--- src/rtl/core/iorb_queue.sv ---
// Two-entry command queue between front and back end.
module iorb_queue #(
    parameter int unsigned W = 8
) (
    input  logic         clk,
    input  logic         rst_n,
    input  logic         push,
    input  logic [W-1:0] push_data,
    output logic         full,
    input  logic         pop,
    output logic         valid,
    output logic [W-1:0] head
);
    logic [W-1:0] entry_reg [2];
    logic         wr_ptr_reg;
    logic         wr_ptr_next;
    logic         rd_ptr_reg;
    logic         rd_ptr_next;
    logic [1:0]   count_reg;
    logic [1:0]   count_next;

    assign full  = (count_reg == 2'd2);
    assign valid = (count_reg != 2'd0);
    assign head  = entry_reg[rd_ptr_reg];

    always_comb
    begin
        wr_ptr_next = push ? !wr_ptr_reg : wr_ptr_reg;
        rd_ptr_next = pop ? !rd_ptr_reg : rd_ptr_reg;
        count_next  = count_reg + 2'(push) - 2'(pop);
    end

    always_ff @(posedge clk or negedge rst_n)
    begin
        if (!rst_n)
        begin
            wr_ptr_reg <= 1'b0;
            rd_ptr_reg <= 1'b0;
            count_reg  <= 2'd0;
        end
        else
        begin
            wr_ptr_reg <= wr_ptr_next;
            rd_ptr_reg <= rd_ptr_next;
            count_reg  <= count_next;
        end
    end

    always_ff @(posedge clk)
    begin
        if (push)
        begin
            entry_reg[wr_ptr_reg] <= push_data;
        end
    end

endmodule

--- config.mk ---
export PLATFORM = sky130hd
export DESIGN_NAME = iorb_queue
export DESIGN_NICKNAME = d
export VERILOG_FILES = /design/src/rtl/core/iorb_queue.sv
export SDC_FILE = /design/constraint.sdc
export NUM_CORES = 1
export LEC_CHECK = 0
export ABC_AREA = 1
export BUFFER_PORTS_ARGS = -buffer_cell sky130_fd_sc_hd__buf_2
export CORE_ASPECT_RATIO = 0.9
export CORE_UTILIZATION = 51
export CTS_BUF_LIST = sky130_fd_sc_hd__clkbuf_16
export DETAILED_ROUTE_END_ITERATION = 10
export GPL_TIMING_DRIVEN = 0
export MAX_ROUTING_LAYER = met4
export PLACE_DENSITY = 0.78
export SLEW_MARGIN = 20
export SYNTH_ARGS = -nofsm -noshare
export SYNTH_HDL_FRONTEND = slang
export SYNTH_SLANG_ARGS = --single-unit
export TNS_END_PERCENT = 100
--- constraint.sdc ---
create_clock -name clk -period 2.64 [get_ports clk]
set_input_delay 0.396 -clock clk [delete_from_list [all_inputs] [get_ports clk]]
set_output_delay 0.396 -clock clk [all_outputs]
set_load 0.03 [all_outputs]
==> results_dict.tcl <==
set metrics [dict create \
    report.final.slew_viol_count 0 \
    port_buffers 21 \
    dp_hpwl_um 832 \
    synth_top_cell_area_share_pct 57.8 \
    num_vias 530 \
    synth_edf_count 16 \
    die_w_um 44.5 \
    cts.sinks 20 \
    design.die.area_um2 1790 \
    critPathMaxStageDelay_ns 0.37 \
    synth_cells 67 \
    grt_setup_unrepaired "no" \
    hold-worst-slack_ns 0.333 \
    cts_root_buffer "clkbuf_16" \
    synth.most_common_cell "edfxtp_1" \
    crit_arrival_ns 1.22 \
    fin_nets 108 \
    power_leakage_nw 0.499 \
    drc 0 \
    synth_area_leader_cell "edfxtp_1" \
    antenna_found_initial 0 \
    p_sw_mw 0.477 \
    powerDensity_nw_per_um2 1210 \
    timing.rr.start "wr_ptr_reg" \
    hold_viol 0 \
    drt_first_pass_iters 4 \
    cts_buffers 3 \
    required_ns 2.24 \
    synthSimpleGateAreaFrac_pct 8.28 \
    grt_pass1_wl_um 1830 \
    hold_depth 1 \
    cp_max_fo 10 \
    viasPerCell 4.61 \
    drt_iter0_markers 16 \
    whs_endpoint "entry_reg[0][1]" \
    synth_area_um2 831 \
    htreeDepth 1 \
    synthTopCellsByArea "edfxtp_1 (58%), dfrtp_1 (12%), inv_1 (6.8%), nand2_1 (6.8%), o21ai_2 (3.2%)" \
    final_antenna_net_count 0 \
    hold_path.class "in -> reg" \
    grt_usage_pct 16.8 \
    grt_max_degree 12 \
    antenna_cells 0 \
    cpMaxStageDelayCell "dfrtp_1" \
    crit_chain "buf_6 > buf_12 > nand2_1 > o21ai_0 > buf_2" \
    switching_share_pct 37.3 \
    crit_family "buffers and inverters" \
    synth_top_family_by_area "buffers and inverters" \
    fin_skew_ns 0.00101 \
    clkLatencyLatePin_ns 0.25 \
    rows 13 \
    setup_violations 0 \
    criticalPathCategory "reg -> out" \
    max_freq_mhz 619 \
    largest_reg_flops 16 \
    synthMuxAreaShare_pct 0 \
    slew_headroom_pct 54.7 \
    place.gp.congestion 0.772 \
    hp-start "push_data[1]" \
    synth_nets 81 \
    yosys.area_share.adder_pct 3.01 \
    area_growth_pct 26.7 \
    ios 22 \
    clockPowerShare_pct 23.9 \
    r2r_slack_ns 1.33 \
    cts_tree "built" \
    postPlaceCellArea_um2 963 \
    finalInstanceArea_um2 1050 \
    yosysSeqAreaShare_pct 69.9 \
    start_util_pct 56.1 \
    reg2reg_depth 1 \
    tns_ns 0 \
    p_seq_share_pct 35.8 \
    peakVddDrop_mv 0.670 \
    synth_common_cells "edfxtp_1 (16), inv_1 (15), nand2_1 (15)" \
    intPower_mw 0.800 \
    clk_pin_slew_ns 0.05 \
    overflow 0 \
    yosysWarnings 0 \
    tightestPinTransition_ns 0.677 \
    die_y_um 40.3 \
    finalCriticalPeriod_ns 1.62 \
    status "complete, no violations" \
    cp-start-kind "flip-flop" \
    totalWireLength_um 1260 \
    synth_compound_area_share_pct 6.17 \
    synth_flop_cell "edfxtp_1" \
    layout-drive-gt1-share_pct 31.2 \
    pwr-share-comb_pct 40.2 \
    synth-xor-area-share_pct 2.11 \
    synth_seq_cells 20 \
    max_cap_viol_count 0 \
    finalCritPeriodShare_pct 61.2 \
    yosysUniqueCellTypes 12 \
    synth_area_per_cell_um2 12.4 \
    worstReg2RegEnd "entry_reg[0][6]" \
    post-cts-setup-buffers 0 \
    grt_pass1_vias 444 \
    path_buf_inv 3 \
    clockBufferDepth 2 \
    coreArea_um2 1480 \
    async_reset_ff_share_pct 20.0 \
    endpoint_kind "primary output" \
    wl_per_cell_um 11.0 \
]
[metrics by stage]
step / cells / total power [mW] / worst slack (ns) / util [%]
after floorplan: 67 / 0.845 / 1.06 / -
after global placement: 110 / 0.959 / 1.17 / 65.1
after detailed placement: 110 / 0.977 / 1.16 / 65.1
after CTS: 115 / 1.28 / 1.03 / 71.1
after global routing: 115 / 1.35 / 0.978 / 71.1
final: 115 / 1.28 / 1.02 / 71.1
[cells in the final DEF, fill, tap and decap left out]
master         count
buf_2             21
edfxtp_1          16
inv_1             15
nand2_1           15
o21ai_0            5
dfrtp_1            4
o21ai_2            3
clkbuf_16          3
nor2_1             2
xor2_1             2
ha_1               2
nand3_1            1
buf_6              1
buf_12             1
clkinv_1           1
dlygate4sd3_1      1
[power groups by stage]
| stage | Clock, mW | Sequential, mW | Combinational, mW |
|---|---|---|---|
| 2_1_floorplan | 0 | 0.457 | 0.387 |
| 3_3_place_gp | 0 | 0.460 | 0.499 |
| 3_5_place_dp | 0 | 0.463 | 0.513 |
| 4_1_cts | 0.310 | 0.457 | 0.516 |
| 5_1_grt | 0.326 | 0.464 | 0.559 |
| 6_report | 0.306 | 0.457 | 0.514 |
[worst max path at each step]
| stage | start | endpoint | slack (ns) | cells past startpoint |
|---|---|---|---|---|
| floorplan | rd_ptr_reg | head[0] | 1.06 | 2 |
| finish | rd_ptr_reg | head[1] | 1.02 | 5 |
| CTS | rd_ptr_reg | head[6] | 1.03 | 4 |
| global placement | push | entry_reg[0][5] | 1.17 | 3 |
| global route | rd_ptr_reg | head[6] | 0.98 | 4 |
| detailed placement | push | entry_reg[0][5] | 1.16 | 3 |
[what timing repair did]
item                      in CTS  in global routing
hold buffers                   1                  0
hold endpoints to repair       4                  0
resized for setup              0                  0
[area by class of cell]
cell class                      instances  area, um2
Buffer                                  2       31.3
Clock buffer                            3       75.1
Clock inverter                          1       3.75
Fill cell                              94        428
Inverter                               15       56.3
Multi-Input combinational cell         30        163
Sequential cell                        20        581
Tap cell                               22       27.5
Timing Repair Buffer                   22        115
[per-layer routing]
metal / routed length (um) / share of wire [%] / GRT usage, % / vias up
li1: - / - / - / 267
met3: 74 / 5.9 / 7.66 / 5
met1: 494 / 39 / 16.3 / 242
met4: 25 / 2.0 / 10.6 / 0
met5: 0 / 0 / - / -
met2: 670 / 53 / 27.9 / 16
[cells by family after synthesis]
group / after synthesis
compound gates: 8
buf+inv: 17
simple gates: 18
fa+ha+maj: 2
flops: 20
xor+xnor: 2
(Power assumes the default switching activity.)
