## src/rtl/core/iorb_pkg.sv

```systemverilog
// Shared types and constants for the in-order release buffer.
package iorb_pkg;

    localparam int unsigned SLOT_W   = 7;
    localparam int unsigned IN_W     = 64;
    localparam int unsigned MAX_RUN  = 64;
    localparam int unsigned CNT_W    = 7;
    localparam logic [SLOT_W-1:0] LEN_RESET = 7'd64;
    localparam int unsigned MAX_SLOT = 127;

    typedef struct packed {
        logic              err;
        logic [SLOT_W-1:0] slot;
    } iorb_cmd_t;

    typedef enum logic [2:0] {
        ST_IDLE = 3'b001,
        ST_SCAN = 3'b010,
        ST_LOAD = 3'b100
    } iorb_state_t;

endpackage

```

## src/rtl/core/iorb_back.sv

```systemverilog
// Back end: slot memory, valid bits, release pointer and output register.
module iorb_back #(
    parameter int unsigned DEPTH      = 64,
    parameter int unsigned DATA_WIDTH = 64
) (
    input  logic                                  clk,
    input  logic                                  rst_n,
    input  logic                                  q_valid,
    input  iorb_pkg::iorb_cmd_t                   q_cmd,
    input  logic [DATA_WIDTH-1:0]                 q_data,
    output logic                                  q_pop,
    input  logic [$clog2(((DEPTH < iorb_pkg::MAX_SLOT) ? DEPTH : iorb_pkg::MAX_SLOT) + 1)-1:0] len,
    output logic                                  out_valid,
    input  logic                                  out_ready,
    output logic [iorb_pkg::IN_W-1:0]             out_data,
    output logic [iorb_pkg::SLOT_W-1:0]           out_position,
    output logic                                  last,
    output logic                                  error
);
    import iorb_pkg::*;

    localparam int unsigned SLOTS = (DEPTH < MAX_SLOT) ? DEPTH : MAX_SLOT;
    localparam int unsigned PW    = $clog2(SLOTS + 1);
    localparam int unsigned IW    = $clog2(SLOTS);

    logic [DATA_WIDTH-1:0] mem [SLOTS];
    logic [DATA_WIDTH-1:0] rd_data_reg;
    logic [SLOTS-1:0]      valid_reg;
    logic [PW-1:0]         ptr_reg;
    logic [CNT_W-1:0]      count_reg;
    logic                  pend_last_reg;
    logic                  pend_last_next;
    iorb_state_t           state_reg;
    iorb_state_t           state_next;

    logic                  out_valid_reg;
    logic [IN_W-1:0]       out_data_reg;
    logic [SLOT_W-1:0]     out_position_reg;
    logic                  last_reg;
    logic                  error_reg;

    logic                  out_free;
    logic                  wr_en;
    logic                  rd_en;
    logic                  load_out;
    logic                  load_err;
    logic [IW-1:0]         wr_idx;
    logic [PW:0]           len_ext;
    logic [PW:0]           cur_ptr;
    logic [PW:0]           issue_ptr;
    logic [PW:0]           check_ptr;
    logic [CNT_W-1:0]      issue_cnt;
    logic                  cur_ok;
    logic                  next_ok;

    assign out_free  = !out_valid_reg || out_ready;
    assign wr_idx    = IW'(q_cmd.slot - SLOT_W'(1));
    assign len_ext   = {1'b0, len};
    assign cur_ptr   = {1'b0, ptr_reg};
    assign issue_ptr = (state_reg == ST_SCAN) ? cur_ptr : cur_ptr + (PW+1)'(1);
    assign issue_cnt = (state_reg == ST_SCAN) ? '0 : count_reg + CNT_W'(1);
    assign check_ptr = issue_ptr + (PW+1)'(1);
    assign cur_ok    = (cur_ptr < len_ext) && valid_reg[cur_ptr[IW-1:0]];
    assign next_ok   = (check_ptr < len_ext) && valid_reg[check_ptr[IW-1:0]]
                       && (issue_cnt < CNT_W'(MAX_RUN - 1));

    always_comb
    begin
        state_next     = state_reg;
        q_pop          = 1'b0;
        wr_en          = 1'b0;
        rd_en          = 1'b0;
        load_out       = 1'b0;
        load_err       = 1'b0;
        unique case (state_reg)
            ST_IDLE:
            begin
                if (q_valid && (!q_cmd.err || out_free))
                begin
                    q_pop = 1'b1;
                    if (q_cmd.err)
                    begin
                        load_err = 1'b1;
                    end
                    else
                    begin
                        wr_en      = 1'b1;
                        state_next = ST_SCAN;
                    end
                end
            end
            ST_SCAN:
            begin
                if (cur_ok)
                begin
                    rd_en      = 1'b1;
                    state_next = ST_LOAD;
                end
                else
                begin
                    state_next = ST_IDLE;
                end
            end
            ST_LOAD:
            begin
                if (out_free)
                begin
                    load_out = 1'b1;
                    if (pend_last_reg)
                    begin
                        state_next = ST_IDLE;
                    end
                    else
                    begin
                        rd_en = 1'b1;
                    end
                end
            end
            default:
            begin
                state_next = ST_IDLE;
            end
        endcase
        pend_last_next = rd_en ? !next_ok : pend_last_reg;
    end

    always_ff @(posedge clk or negedge rst_n)
    begin
        if (!rst_n)
        begin
            state_reg     <= ST_IDLE;
            valid_reg     <= '0;
            ptr_reg       <= '0;
            count_reg     <= '0;
            pend_last_reg <= 1'b0;
            out_valid_reg <= 1'b0;
        end
        else
        begin
            state_reg     <= state_next;
            pend_last_reg <= pend_last_next;
            if (wr_en)
            begin
                valid_reg[wr_idx] <= 1'b1;
                count_reg         <= '0;
            end
            if (load_out)
            begin
                ptr_reg   <= ptr_reg + PW'(1);
                count_reg <= count_reg + CNT_W'(1);
            end
            if (load_out || load_err)
            begin
                out_valid_reg <= 1'b1;
            end
            else if (out_ready)
            begin
                out_valid_reg <= 1'b0;
            end
        end
    end

    always_ff @(posedge clk)
    begin
        if (wr_en)
        begin
            mem[wr_idx] <= q_data;
        end
        if (rd_en)
        begin
            rd_data_reg <= mem[issue_ptr[IW-1:0]];
        end
    end

    always_ff @(posedge clk)
    begin
        if (load_err)
        begin
            out_data_reg     <= '0;
            out_position_reg <= '0;
            last_reg         <= 1'b0;
            error_reg        <= 1'b1;
        end
        else if (load_out)
        begin
            out_data_reg     <= IN_W'(rd_data_reg);
            out_position_reg <= SLOT_W'(cur_ptr + (PW+1)'(1));
            last_reg         <= pend_last_reg;
            error_reg        <= 1'b0;
        end
    end

    assign out_valid    = out_valid_reg;
    assign out_data     = out_data_reg;
    assign out_position = out_position_reg;
    assign last         = last_reg;
    assign error        = error_reg;

endmodule
```

## config.mk

```make
export PLATFORM = sky130hd
export DESIGN_NAME = iorb_back
export DESIGN_NICKNAME = d
export VERILOG_FILES = /design/src/rtl/core/iorb_pkg.sv /design/src/rtl/core/iorb_back.sv
export SDC_FILE = /design/constraint.sdc
export NUM_CORES = 2
export LEC_CHECK = 0
export BUFFER_PORTS_ARGS = -buffer_cell sky130_fd_sc_hd__clkbuf_2
export CORE_AREA = 3 3 694 489
export DETAILED_ROUTE_END_ITERATION = 7
export DIE_AREA = 0 0 697 492
export PLACE_DENSITY = 0.65
export SYNTH_ARGS = -nofsm -noshare
export SYNTH_HDL_FRONTEND = slang
export SYNTH_SLANG_ARGS = --single-unit
```

## constraint.sdc

```tcl
create_clock -name clk -period 8.4 [get_ports clk]
set_clock_uncertainty 0.05 [all_clocks]
set_input_delay 0.42 -clock clk [delete_from_list [all_inputs] [get_ports clk]]
set_output_delay 0.42 -clock clk [all_outputs]
set_load 0.1 [all_outputs]
```

==> flow_metrics.py <==
metrics = {
    "min_path": {
        "hold_start": "len[5]",
        "hold_depth": 5,
        "worst_hold_path.endpoint": "pend_last_reg",
        "hold_path.class": "input port to flop",
    },
    "clock_tree": {
        "cts-root-buf": "clkbuf_16",
        "cts.sinks": 4316,
        "htreeDepth": 5,
        "numCtsBuffers": 397,
        "holdBufCountCts": 6,
        "clk_path_buf_depth": 4,
        "cts_setup_buffers": 0,
        "cts_resized": 0,
        "cts_tree": "done",
        "worstSkewPairLatency_ns": 0.95,
        "clk_pin_slew_worst_paths_ns": 0.06,
    },
    "synth": {
        "synth_enable_flop_cells": 4160,
        "syn_inst": 8137,
        "ys_ff_latch": 4316,
        "seq_area_frac_synth_pct": 77.3,
        "ys.flop_type": "edfxtp_1",
        "synth-async-reset-ratio_pct": 1.92,
        "syn_area_per_cell_um2": 20.4,
        "ys_types": 79,
        "syn_area_um2": 166000,
        "syn_nets": 8236,
        "synth_warnings": 0,
    },
    "layout": {
        "nets": 8574,
        "regMostFlops": "mem",
        "largest_reg_flops": 4096,
        "fillers": 24500,
        "drive_above_1_share_pct": 23.1,
        "layout_commonest_cell": "edfxtp_1",
        "area_growth_pct": 12.2,
        "final_cell_mix": "4160 x edfxtp_1, 908 x mux4_2, 726 x nand2_1",
    },
    "sta": {
        "rsz0062_at_grt": "no",
        "slew_viol_final": 0,
        "final_hold_viol_count": 0,
        "fin_ws_ns": 2.85,
        "setup_tns_ns": 0,
        "fmaxAchievable_mhz": 180,
        "worstMarginPinSlew_ns": 1.37,
        "final.period_utilization_pct": 66.1,
        "max_slew_margin_pct": 8.28,
        "final-setup-viol-count": 0,
        "fin_crit_ns": 5.55,
    },
    "floorplan": {
        "core-area_um2": 332000,
        "start_util_pct": 50.0,
        "die_h_um": 492,
        "die_w_um": 697,
        "row_count": 177,
        "io_pins": 158,
        "dieArea_um2": 343000,
    },
    "grt": {
        "antenna_found_initial": 31,
        "grt_use_met3_pct": 6.53,
        "grt_max_degree": 130,
        "busiest_layer": "met2",
        "grt_use_met2_pct": 42.8,
        "grt_overflow": 0,
        "grt_pass1_wl_mm": 687,
        "use_met1_pct": 42.6,
        "grt_pass1_vias": 84900,
        "grt.total_usage_pct": 28.7,
    },
    "setup_path": {
        "setup.worst_path.start_class": "flop",
        "rr_startpoint": "ptr_reg[2]",
        "required_ns": 8.98,
        "r2r_slack_ns": 2.85,
        "crit_fanout": 47,
        "crit_path_cell_trace": "nand3_1, nor3_1, or2_4, buf_4, buf_4, mux2i_1, o21ai_0, nand3_1, o311ai_1",
        "critPathCaptureType": "flop",
        "cp_slowest_cell": "dfrtp_1",
        "crit_arrival_ns": 6.14,
        "r2r_cells": 9,
        "max_stage_delay_ns": 1.02,
        "r2r_end": "rd_data_reg[52]",
        "crit_type": "flop to flop",
    },
    "route": {
        "wl_per_cell_um": 37.5,
        "antenna_left": 0,
        "firstDrtPassIters": 6,
        "drt_wl_total_mm": 498,
        "route.detailed.drc": 0,
        "drt_iter0_drc": 13600,
        "via_per_inst": 6.70,
        "vias": 89100,
    },
    "place": {
        "io_buffers": 156,
        "hpwl_mm": 246,
        "place_ws_ns": 3.02,
        "gp_congestion": 0.809,
    },
    "pwr": {
        "sw_frac_of_total_pct": 22.2,
        "clockPowerShare_pct": 40.2,
        "p_seq_share_pct": 51.8,
        "leakage_nw": 60.3,
        "power-per-cell-area_nw_per_um2": 246,
        "ir_drop_mv": 0.186,
        "p_int_mw": 35.7,
        "switchingPower_mw": 10.2,
        "comb_power_share_pct": 8.1,
    },
    "flow_run": {
        "drv_cap": 0,
    },
    "outcome": {
        "status": "complete, no violations",
    },
}
critical path: cells and delay by family (launching register included):
kind	cells	cell delay [ns]
simple gates	4	1.74
mux	1	0.16
flops	1	1.02
buf+inv	2	1.45
compound gates	2	0.71
how the worst max path moves through the flow:
| stage | start | end | cells past startpoint |
|---|---|---|---|
| finish | ptr_reg[2] | rd_data_reg[52] | 9 |
| global route | ptr_reg[2] | rd_data_reg[52] | 9 |
| CTS | ptr_reg[0] | rd_data_reg[0] | 10 |
| detailed placement | ptr_reg[0] | rd_data_reg[0] | 10 |
| global placement | ptr_reg[0] | rd_data_reg[35] | 12 |
| floorplan | q_cmd[0] | mem[16][0] | 12 |
power groups by stage:
| stage | registers (mW) | clock network (mW) | logic [mW] |
|---|---|---|---|
| after global routing | 23.8 | 19.5 | 3.92 |
| after global placement | 24.2 | 0 | 3.63 |
| after floorplan | 24.2 | 0 | 2.54 |
| final | 23.8 | 18.4 | 3.70 |
| after detailed placement | 24.2 | 0 | 3.68 |
| after CTS | 23.8 | 18.6 | 3.70 |
stage by stage:
step / cell area [um2] / total power, mW / hold WS (ns) / util, % / cells
finish: 186000 / 45.9 / 0.0928 / 56.1 / 13300
floorplan: 166000 / 26.7 / 0.0744 / - / 8137
global placement: 173000 / 27.8 / 0.189 / 52.1 / 12500
global route: 186000 / 47.2 / 0.0896 / 56.1 / 13300
CTS: 186000 / 46.1 / 0.0449 / 56.1 / 13300
detailed placement: 173000 / 27.9 / 0.187 / 52.1 / 12500
area by class of cell:
cell class / instances / area (um2) / area share [%]
sequential: 4316 / 128000 / 68.9
multi-input combinational: 3333 / 35800 / 19.2
clock buffer: 483 / 10500 / 5.64
tap: 4475 / 5600 / 3.00
timing repair buffer: 407 / 3300 / 1.77
clock inverter: 247 / 2570 / 1.38
inverter: 20 / 82.6 / 0.0443
antenna: 15 / 37.5 / 0.0201
Yosys cell counts, types with 44 or more instances:
master,instances,area share (%)
mux2i_1,351,2.1
nand2_1,734,1.7
mux4_2,908,12
a21oi_1,208,0.63
clkbuf_1,165,0.37
buf_4,66,0.30
o22ai_1,92,0.35
or2_2,49,0.18
dfrtp_1,82,1.2
o221ai_1,118,0.62
o21ai_0,101,0.30
a31oi_1,44,0.17
nand3_1,153,0.46
edfxtp_1,4160,75
buf_2,140,0.42
dfxtp_1,73,0.88
buf_1,61,0.14
nor2_1,150,0.34
and3_1,51,0.19
routing by layer:
layer,vias to the layer above,wire (um)
li1,34300,-
met1,47700,192000
met2,6191,225000
met3,874,63800
met4,6,16900
met5,-,40
kinds of logic after synthesis:
logic type / synth area share [%]
AOI/OAI and AO/OA: 3.24
xor gates and xnor gates: 0.142
adders and majority gates: 0.127
buffers and inverters: 1.53
DFF: 77.3
muxes: 14.5
and+or+nand+nor: 3.19
Note: power is estimated with default switching activity, not from simulation.
