File: config.mk
export PLATFORM = sky130hd
export DESIGN_NAME = iorb_front
export DESIGN_NICKNAME = d
export VERILOG_FILES = /design/src/rtl/core/iorb_pkg.sv /design/src/rtl/core/iorb_front.sv
export SDC_FILE = /design/constraint.sdc
export NUM_CORES = 1
export LEC_CHECK = 0
export BUFFER_PORTS_ARGS = -buffer_cell sky130_fd_sc_hd__buf_2
export CORE_AREA = 2 2 59 61
export DETAILED_ROUTE_END_ITERATION = 10
export DIE_AREA = 0 0 61 63
export PLACE_DENSITY = 0.77
export SLEW_MARGIN = 20
export SYNTH_ARGS = -nofsm -noshare
export SYNTH_HDL_FRONTEND = slang
export SYNTH_SLANG_ARGS = --single-unit
File: constraint.sdc
create_clock -name vclk -period 2.6
set_input_delay 0.52 -clock vclk [all_inputs]
set_output_delay 0.52 -clock vclk [all_outputs]
set_load 0.1 [all_outputs]
File: src/rtl/core/iorb_pkg.sv
// Shared types and constants for the in-order release buffer.
package iorb_pkg;

    localparam int unsigned SLOT_W   = 7;
    localparam int unsigned IN_W     = 64;
    localparam int unsigned MAX_RUN  = 64;
    localparam int unsigned CNT_W    = 7;
    localparam logic [SLOT_W-1:0] LEN_RESET = 7'd64;
    localparam int unsigned MAX_SLOT = 127;

    typedef struct packed {
        logic              err;
        logic [SLOT_W-1:0] slot;
    } iorb_cmd_t;

    typedef enum logic [2:0] {
        ST_IDLE = 3'b001,
        ST_SCAN = 3'b010,
        ST_LOAD = 3'b100
    } iorb_state_t;

endpackage

File: src/rtl/core/iorb_front.sv
// Front end: accepts requests, range-checks the slot and hands a command to the queue.
module iorb_front #(
    parameter int unsigned DEPTH      = 64,
    parameter int unsigned DATA_WIDTH = 64
) (
    input  logic                                  in_valid,
    output logic                                  in_ready,
    input  logic [iorb_pkg::SLOT_W-1:0]           slot_id,
    input  logic [iorb_pkg::IN_W-1:0]             data,
    input  logic [$clog2(((DEPTH < iorb_pkg::MAX_SLOT) ? DEPTH : iorb_pkg::MAX_SLOT) + 1)-1:0] len,
    input  logic                                  q_full,
    output logic                                  push,
    output iorb_pkg::iorb_cmd_t                   push_cmd,
    output logic [DATA_WIDTH-1:0]                 push_data
);
    import iorb_pkg::*;

    logic [SLOT_W-1:0] len_ext;

    assign len_ext  = SLOT_W'(len);
    assign in_ready = !q_full;
    assign push     = in_valid && !q_full;

    always_comb
    begin
        push_cmd.slot = slot_id;
        push_cmd.err  = (slot_id == '0) || (slot_id > len_ext);
    end

    assign push_data = data[DATA_WIDTH-1:0];

endmodule

==> run metrics, run 1 <==
RSZ-0062 raised after global routing=false; P_sw=roughly 95 µW; part of the power in registers=0; CP Max Fanout=3; largest area contributor in the synthesized netlist=buf_4; Starting Density=0.228; vias per cell=around 3.7; register area share after synthesis=0; Final period util=0.899; switch share=0.726; worst hold margin=1040 ps; Pwr Density=315 nW/µm²; cts repair resizes=0; dpl cells=slightly below 100; HPWL after DPL=1330 µm; Die Y=63 µm; Fin Setup TNS=0 ps; Max-Cap Viols=0; hold_buf cts=0; Min-Delay Path Class=input port to output pin; global router's overall resource usage=0.0664; diode count=0; Port Buf Inserts=26; Required @ worst endpoint=2080 ps; drt drc=0; WP data arrival=between 1500 and 2000 ps; vias in the first global route=about 370; post-layout util=0.129; Max Slew Vio Count=0; CP Cell Sequence=buf_2, ha_1, a211oi_1, o21bai_1, o22ai_1, o41ai_4, buf_12; Setup Buffers After CTS=0; first drt pass iteration count=2; Post-Syn Area per Cell=7.51 µm²; most common cell in the netlist=buf_4; Remaining Overflow, GRT=0; final hold violations=0; Synth top area share=0.724; Via Count=362; fin nets=142; Netlist cell types=14; register area=0 µm²; Syn Nets=185; FFs & Latches=0; post-route ant nets=0; CP max stage delay=310 ps; slew at the pin closest to its max-slew limit=491 ps; global-route wire length before repair=1950 µm; instance count of the mapped netlist=98; Peak Freq=between 0.4 and 0.5 GHz; Hold Path Stages=0; Ys Warns=0; wire per inst=14.6 µm; peak supply drop=0.0000338 V; outcome=completed; Clock buffer cells=0; fin crit period=2340 ps; Synth Area in XOR/XNOR=0; Int Power=approximately 36 µW; complex-gate fraction of the synthesized area=0.0714; CP max stage cell=ha_1; largest net degree at the start of global routing=4; Core Area=3230 µm²; antenna violations before repair=0; multi-input logic area=184 µm²; IO Pins=154; fillers=375; Non-Filler Instances=99; simple-gate share of the synthesized area=0.0442; Setup crit start kind=input port; DR iter-0 viols=7; Comb pwr share=1.000; largest family of logic cells by synthesized area=buffers and inverters; Setup crit end kind=output pin; Post-Synth Adder-Cell Area=0.119; Slew HR=0.675; die width=61 µm; largest cells by area after synthesis=buf_4 (72%), ha_1 (12%), inv_1 (4.1%), o41ai_2 (2.2%), a21oi_1 (1.4%); Post-synth top cells=buf_4 (71), inv_1 (8), ha_1 (7); endpoints failing setup=0; Area growth syn-to-layout=-43.4%; static leakage=0.233 nW; row cnt=21; mux contribution to synthesized area=0; DIE AREA=3840 µm²; share of cells above drive strength 1=0.509; Placer Congestion=0.684; Crit Path Category=input port to output pin; drt total wl=1440 µm; Clock Power Share=0; Post-Syn Area=736 µm²
==> cells in the final DEF (no fill, tap or decap), drive strengths merged <==
| cell | synthesis | final |
|---|---|---|
| buf | 71 | 26 |
| inv | 8 | 8 |
| ha | 7 | 7 |
| a21oi | 2 | 2 |
| or4 | 1 | 1 |
| nand4 | 1 | 1 |
| nand3 | 1 | 1 |
| nand3b | 1 | 1 |
| a211oi | 1 | 1 |
| o21ai | 1 | 1 |
| o21bai | 1 | 1 |
| o22ai | 1 | 1 |
| o41ai | 1 | 1 |
| nor2b | 1 | 1 |
==> power groups by stage <==
stage / combinational [mW] / clock, mW / sequential [mW]
detailed placement: 0.133 / 0 / 0
floorplan: 0.568 / 0 / 0
finish: 0.131 / 0 / 0
global placement: 0.131 / 0 / 0
global route: 0.141 / 0 / 0
CTS: 0.133 / 0 / 0
==> final timing paths <==
path	to	startpoint	slack [ps]
worst min-delay path	push_data[16]	data[16]	1040
worst max-delay path	push_cmd[7]	slot_id[4]	260
==> layout make-up <==
type	count	area share
multi-input cells	19	0.441
repair buffers	26	0.348
well taps	46	0.138
inverters	8	0.0721
==> worst max-delay path, delay by kind of cell <==
kind                     cells  cell delay, ps
adder cells (fa/ha/maj)      1             310
AO/OA/AOI/OAI                4             680
buffers and inverters        2             300
==> per-stage QoR <==
step                      setup slack (ps)  instance area (µm²)  power [mW]
after floorplan                      -75.2                  747       0.568
after global placement                 274                  417       0.131
after detailed placement               258                  417       0.133
after CTS                              246                  417       0.133
after global routing                   224                  417       0.141
final                                  262                  417       0.131
==> metal layers <==
| metal | up-vias | wire, µm | track usage | share of wire |
|---|---|---|---|---|
| met3 | 30 | 310 | 0.0455 | 0.21 |
| met5 | - | 0 | 0 | 0 |
| li1 | 150 | - | - | - |
| met4 | 0 | 181 | 0.0842 | 0.13 |
| met1 | 146 | 304 | 0.0382 | 0.21 |
| met2 | 36 | 648 | 0.108 | 0.45 |
==> cell families (layout without fill, tap and decap cells) <==
kind of cell	count (synthesis)	in the layout
adders and majority gates	7	7
AOI/OAI and AO/OA	7	7
and+or+nand+nor	5	5
buffers and inverters	79	34
(Power assumes the default switching activity.)
==> inputs of run 2 (changes only) <==
- PLACE_DENSITY: 0.77 -> 0.78
==> run metrics, run 2 (synthesized netlist as in run 1, its figures left out) <==
Crit Path Category=input port to output pin; Final period util=0.900; Fin Setup TNS=0 ps; post-route ant nets=0; Area growth syn-to-layout=-43.4%; Non-Filler Instances=99; P_sw=95.7 µW; RSZ-0062 raised after global routing=false; register area=0 µm²; static leakage=around 0.23 nW; endpoints failing setup=0; CP Max Fanout=3; DIE AREA=3840 µm²; global router's overall resource usage=0.0571; diode count=0; Max Slew Vio Count=0; Pwr Density=316 nW/µm²; hold_buf cts=0; die width=61 µm; IO Pins=154; Clock buffer cells=0; Placement Setup Slack=259 ps; Remaining Overflow, GRT=0; Max-Cap Viols=0; fin nets=142; Setup WS post-layout=260 ps; Clock Power Share=0; row cnt=21; Peak Freq=0.427 GHz; wire per inst=13.2 µm; switch share=0.726; vias in the first global route=367; peak supply drop=0.0000407 V; final hold violations=0; Core Area=~3200 µm²; fin crit period=2340 ps; fillers=379; dpl cells=99; outcome=completed; Required @ worst endpoint=2080 ps; slew at the pin closest to its max-slew limit=488 ps; Slew HR=0.677; Die Y=63 µm; FFs & Latches=0; worst hold margin=between 1000 and 1500 ps; Setup Buffers After CTS=0; global-route wire length before repair=1680 µm; Comb pwr share=1.000; Placer Congestion=0.726; Min-Delay Path Class=input port to output pin; Setup crit start kind=input port; drt total wl=around 1300 µm; Int Power=36.1 µW; Starting Density=0.228; first drt pass iteration count=2; largest net degree at the start of global routing=4; vias per cell=approximately 3.9; DR iter-0 viols=7; antenna violations before repair=0; HPWL after DPL=approximately 1200 µm; cts repair resizes=0; most frequent cells in the layout=buf_2 (25), inv_1 (8), ha_1 (7); Port Buf Inserts=26; Setup crit end kind=output pin; WP data arrival=1820 ps; part of the power in registers=0; share of cells above drive strength 1=0.509; drt drc=0; Via Count=382; most common cell after layout, fill and taps aside=buf_2
run 2: cell counts in the layout (fill, tap and decap cells not counted):
No cell type changed its count.
run 2: worst max-delay path, cell delays in order:
cell and delay [ps]:
buf_2 110, ha_1 300, a211oi_1 260, o21bai_1 100
o22ai_1 200, o41ai_4 140, buf_12 180
run 2: final timing paths:
path	startpoint	slack [ps]	end	cells after the start
max	slot_id[4]	260	push_cmd[7]	7
min	data[15]	1040	push_data[15]	0
run 2: cell type report:
type / instances / area [µm²] / share of cell area
timing repair buffer: 26 / 145 / 0.348
multi-input combinational: 19 / 184 / 0.441
inverter: 8 / 30.0 / 0.0721
tap: 46 / 57.6 / 0.138
run 2: power groups by stage:
stage / registers (mW) / logic (mW) / clock network, mW
final: 0 / 0.132 / 0
after global routing: 0 / 0.141 / 0
after CTS: 0 / 0.134 / 0
after detailed placement: 0 / 0.133 / 0
after global placement: 0 / 0.131 / 0
after floorplan: 0 / 0.568 / 0
run 2: layer usage:
metal	track usage	vias up	share of wire
met5	0	-	0
met4	0.0734	0	0.14
met3	0.0373	28	0.18
met2	0.0941	48	0.44
met1	0.0320	155	0.23
li1	-	151	-
run 2: stage by stage:
stage	utilization	total power, mW	cell area (µm²)
after floorplan	-	0.568	747
after global placement	0.129	0.131	417
after detailed placement	0.129	0.133	417
after CTS	0.129	0.134	417
after global routing	0.129	0.141	417
final	0.129	0.132	417
==> inputs of run 3 (changes only) <==
- CORE_AREA: 2 2 59 61 -> unset
- CORE_MARGIN: unset -> 2
- CORE_UTILIZATION: unset -> 23
- DIE_AREA: 0 0 61 63 -> unset
- PLACE_DENSITY: 0.78 -> 0.81
- clock period: 2.6 -> 2 ns (I/O delays scaled with it)
==> run metrics, run 3 (synthesized netlist as in run 1, its figures left out) <==
vias in the first global route=around 350; Setup crit end kind=output pin; CP max stage cell=or4_4; Starting Density=0.241; Non-Filler Instances=between 90 and 100; Setup Buffers After CTS=0; Required @ worst endpoint=around 1600 ps; final hold violations=0; Peak Freq=0.512 GHz; Min-Delay Path Class=input port to output pin; global-route wire length before repair=about 1500 µm; Setup WS post-layout=around 48 ps; Placement Setup Slack=-114 ps; IO Pins=154; Crit Path Category=input port to output pin; endpoints failing setup=0; min-delay src=data[18]; Max Slew Vio Count=0; diode count=0; register area=0 µm²; CP Max Fanout=3; hold_buf cts=0; drt drc=0; worst hold margin=800 ps; post-route ant nets=0; WP data arrival=~1600 ps; static leakage=0.248 nW; largest net degree at the start of global routing=4; FFs & Latches=0; CP Cell Sequence=buf_2, or4_4, o41ai_4, buf_12; Port Buf Inserts=26; drt total wl=approximately 1300 µm; HPWL after DPL=1090 µm; RSZ-0062 raised after global routing=false; fillers=352; outcome=completed; Slew HR=0.670; CP max stage delay=about 550 ps; row cnt=20; Area growth syn-to-layout=-34.9%; fin nets=around 140; Hold Path Stages=0; Setup crit start kind=input port; wire per inst=12.7 µm; Final period util=0.976; Remaining Overflow, GRT=0; Via Count=367; global router's overall resource usage=0.0559; slew at the pin closest to its max-slew limit=498 ps; vias per cell=3.71; antenna violations before repair=0; first drt pass iteration count=2; fin crit period=a little under 2000 ps; most common cell after layout, fill and taps aside=buf_2; DIE AREA=3670 µm²; Clock buffer cells=0; peak supply drop=about 0.00006 V; hold path endpoint=push_data[18]; share of cells above drive strength 1=0.673; Placer Congestion=0.795; DR iter-0 viols=9; multi-input logic area=234 µm²; die width=60.6 µm; Max-Cap Viols=0; Die Y=60.6 µm; Core Area=3050 µm²; Pwr Density=approximately 390 nW/µm²; dpl cells=99; Fin Setup TNS=0 ps; most frequent cells in the layout=buf_2 (25), inv_1 (8), ha_1 (5); post-layout util=0.157
## run 3: layout make-up
class,instances,share of cell area
Timing Repair Buffer,28,0.334
Inverter,8,0.0627
Tap cell,44,0.115
Multi-Input combinational cell,19,0.488
## run 3: worst max-delay path by stage
stage	slack, ps	to	startpoint	cells after the start
after floorplan	-440	push_cmd[7]	slot_id[2]	2
after global placement	-100	push_cmd[7]	slot_id[4]	7
after detailed placement	-110	push_cmd[7]	slot_id[4]	7
after CTS	40	push_cmd[7]	slot_id[2]	4
after global routing	6	push_cmd[7]	len[4]	8
final	50	push_cmd[7]	slot_id[2]	4
## run 3: metal layers
metal / share of wire / up-vias / global-route usage / wire length, µm
li1: - / 153 / - / -
met5: 0 / - / 0 / 0
met1: 0.26 / 153 / 0.0332 / 323
met3: 0.23 / 30 / 0.0362 / 282
met2: 0.36 / 31 / 0.0776 / 445
met4: 0.16 / 0 / 0.109 / 201
## run 3: critical path, delay by kind of cell
family | cells | cell delay (ps)
buffers and inverters | 2 | 330
AO/OA/AOI/OAI | 1 | 270
AND/OR/NAND/NOR | 1 | 550
## run 3: power breakdown
| group | internal, mW | switching, mW |
|---|---|---|
| Clock | 0 | 0 |
| Combinational | 0.0563 | 0.131 |
| Sequential | 0 | 0 |
## run 3: metrics by stage
step	power [mW]	area, µm²
after detailed placement	0.176	432
after global routing	0.198	479
after floorplan	0.739	749
final	0.187	479
after CTS	0.184	459
after global placement	0.174	432
## run 3: repair_timing
item	CTS	global route
gates resized for setup	4	3
pin swaps	1	3
setup endpoints to repair	1	1
cloned	0	0
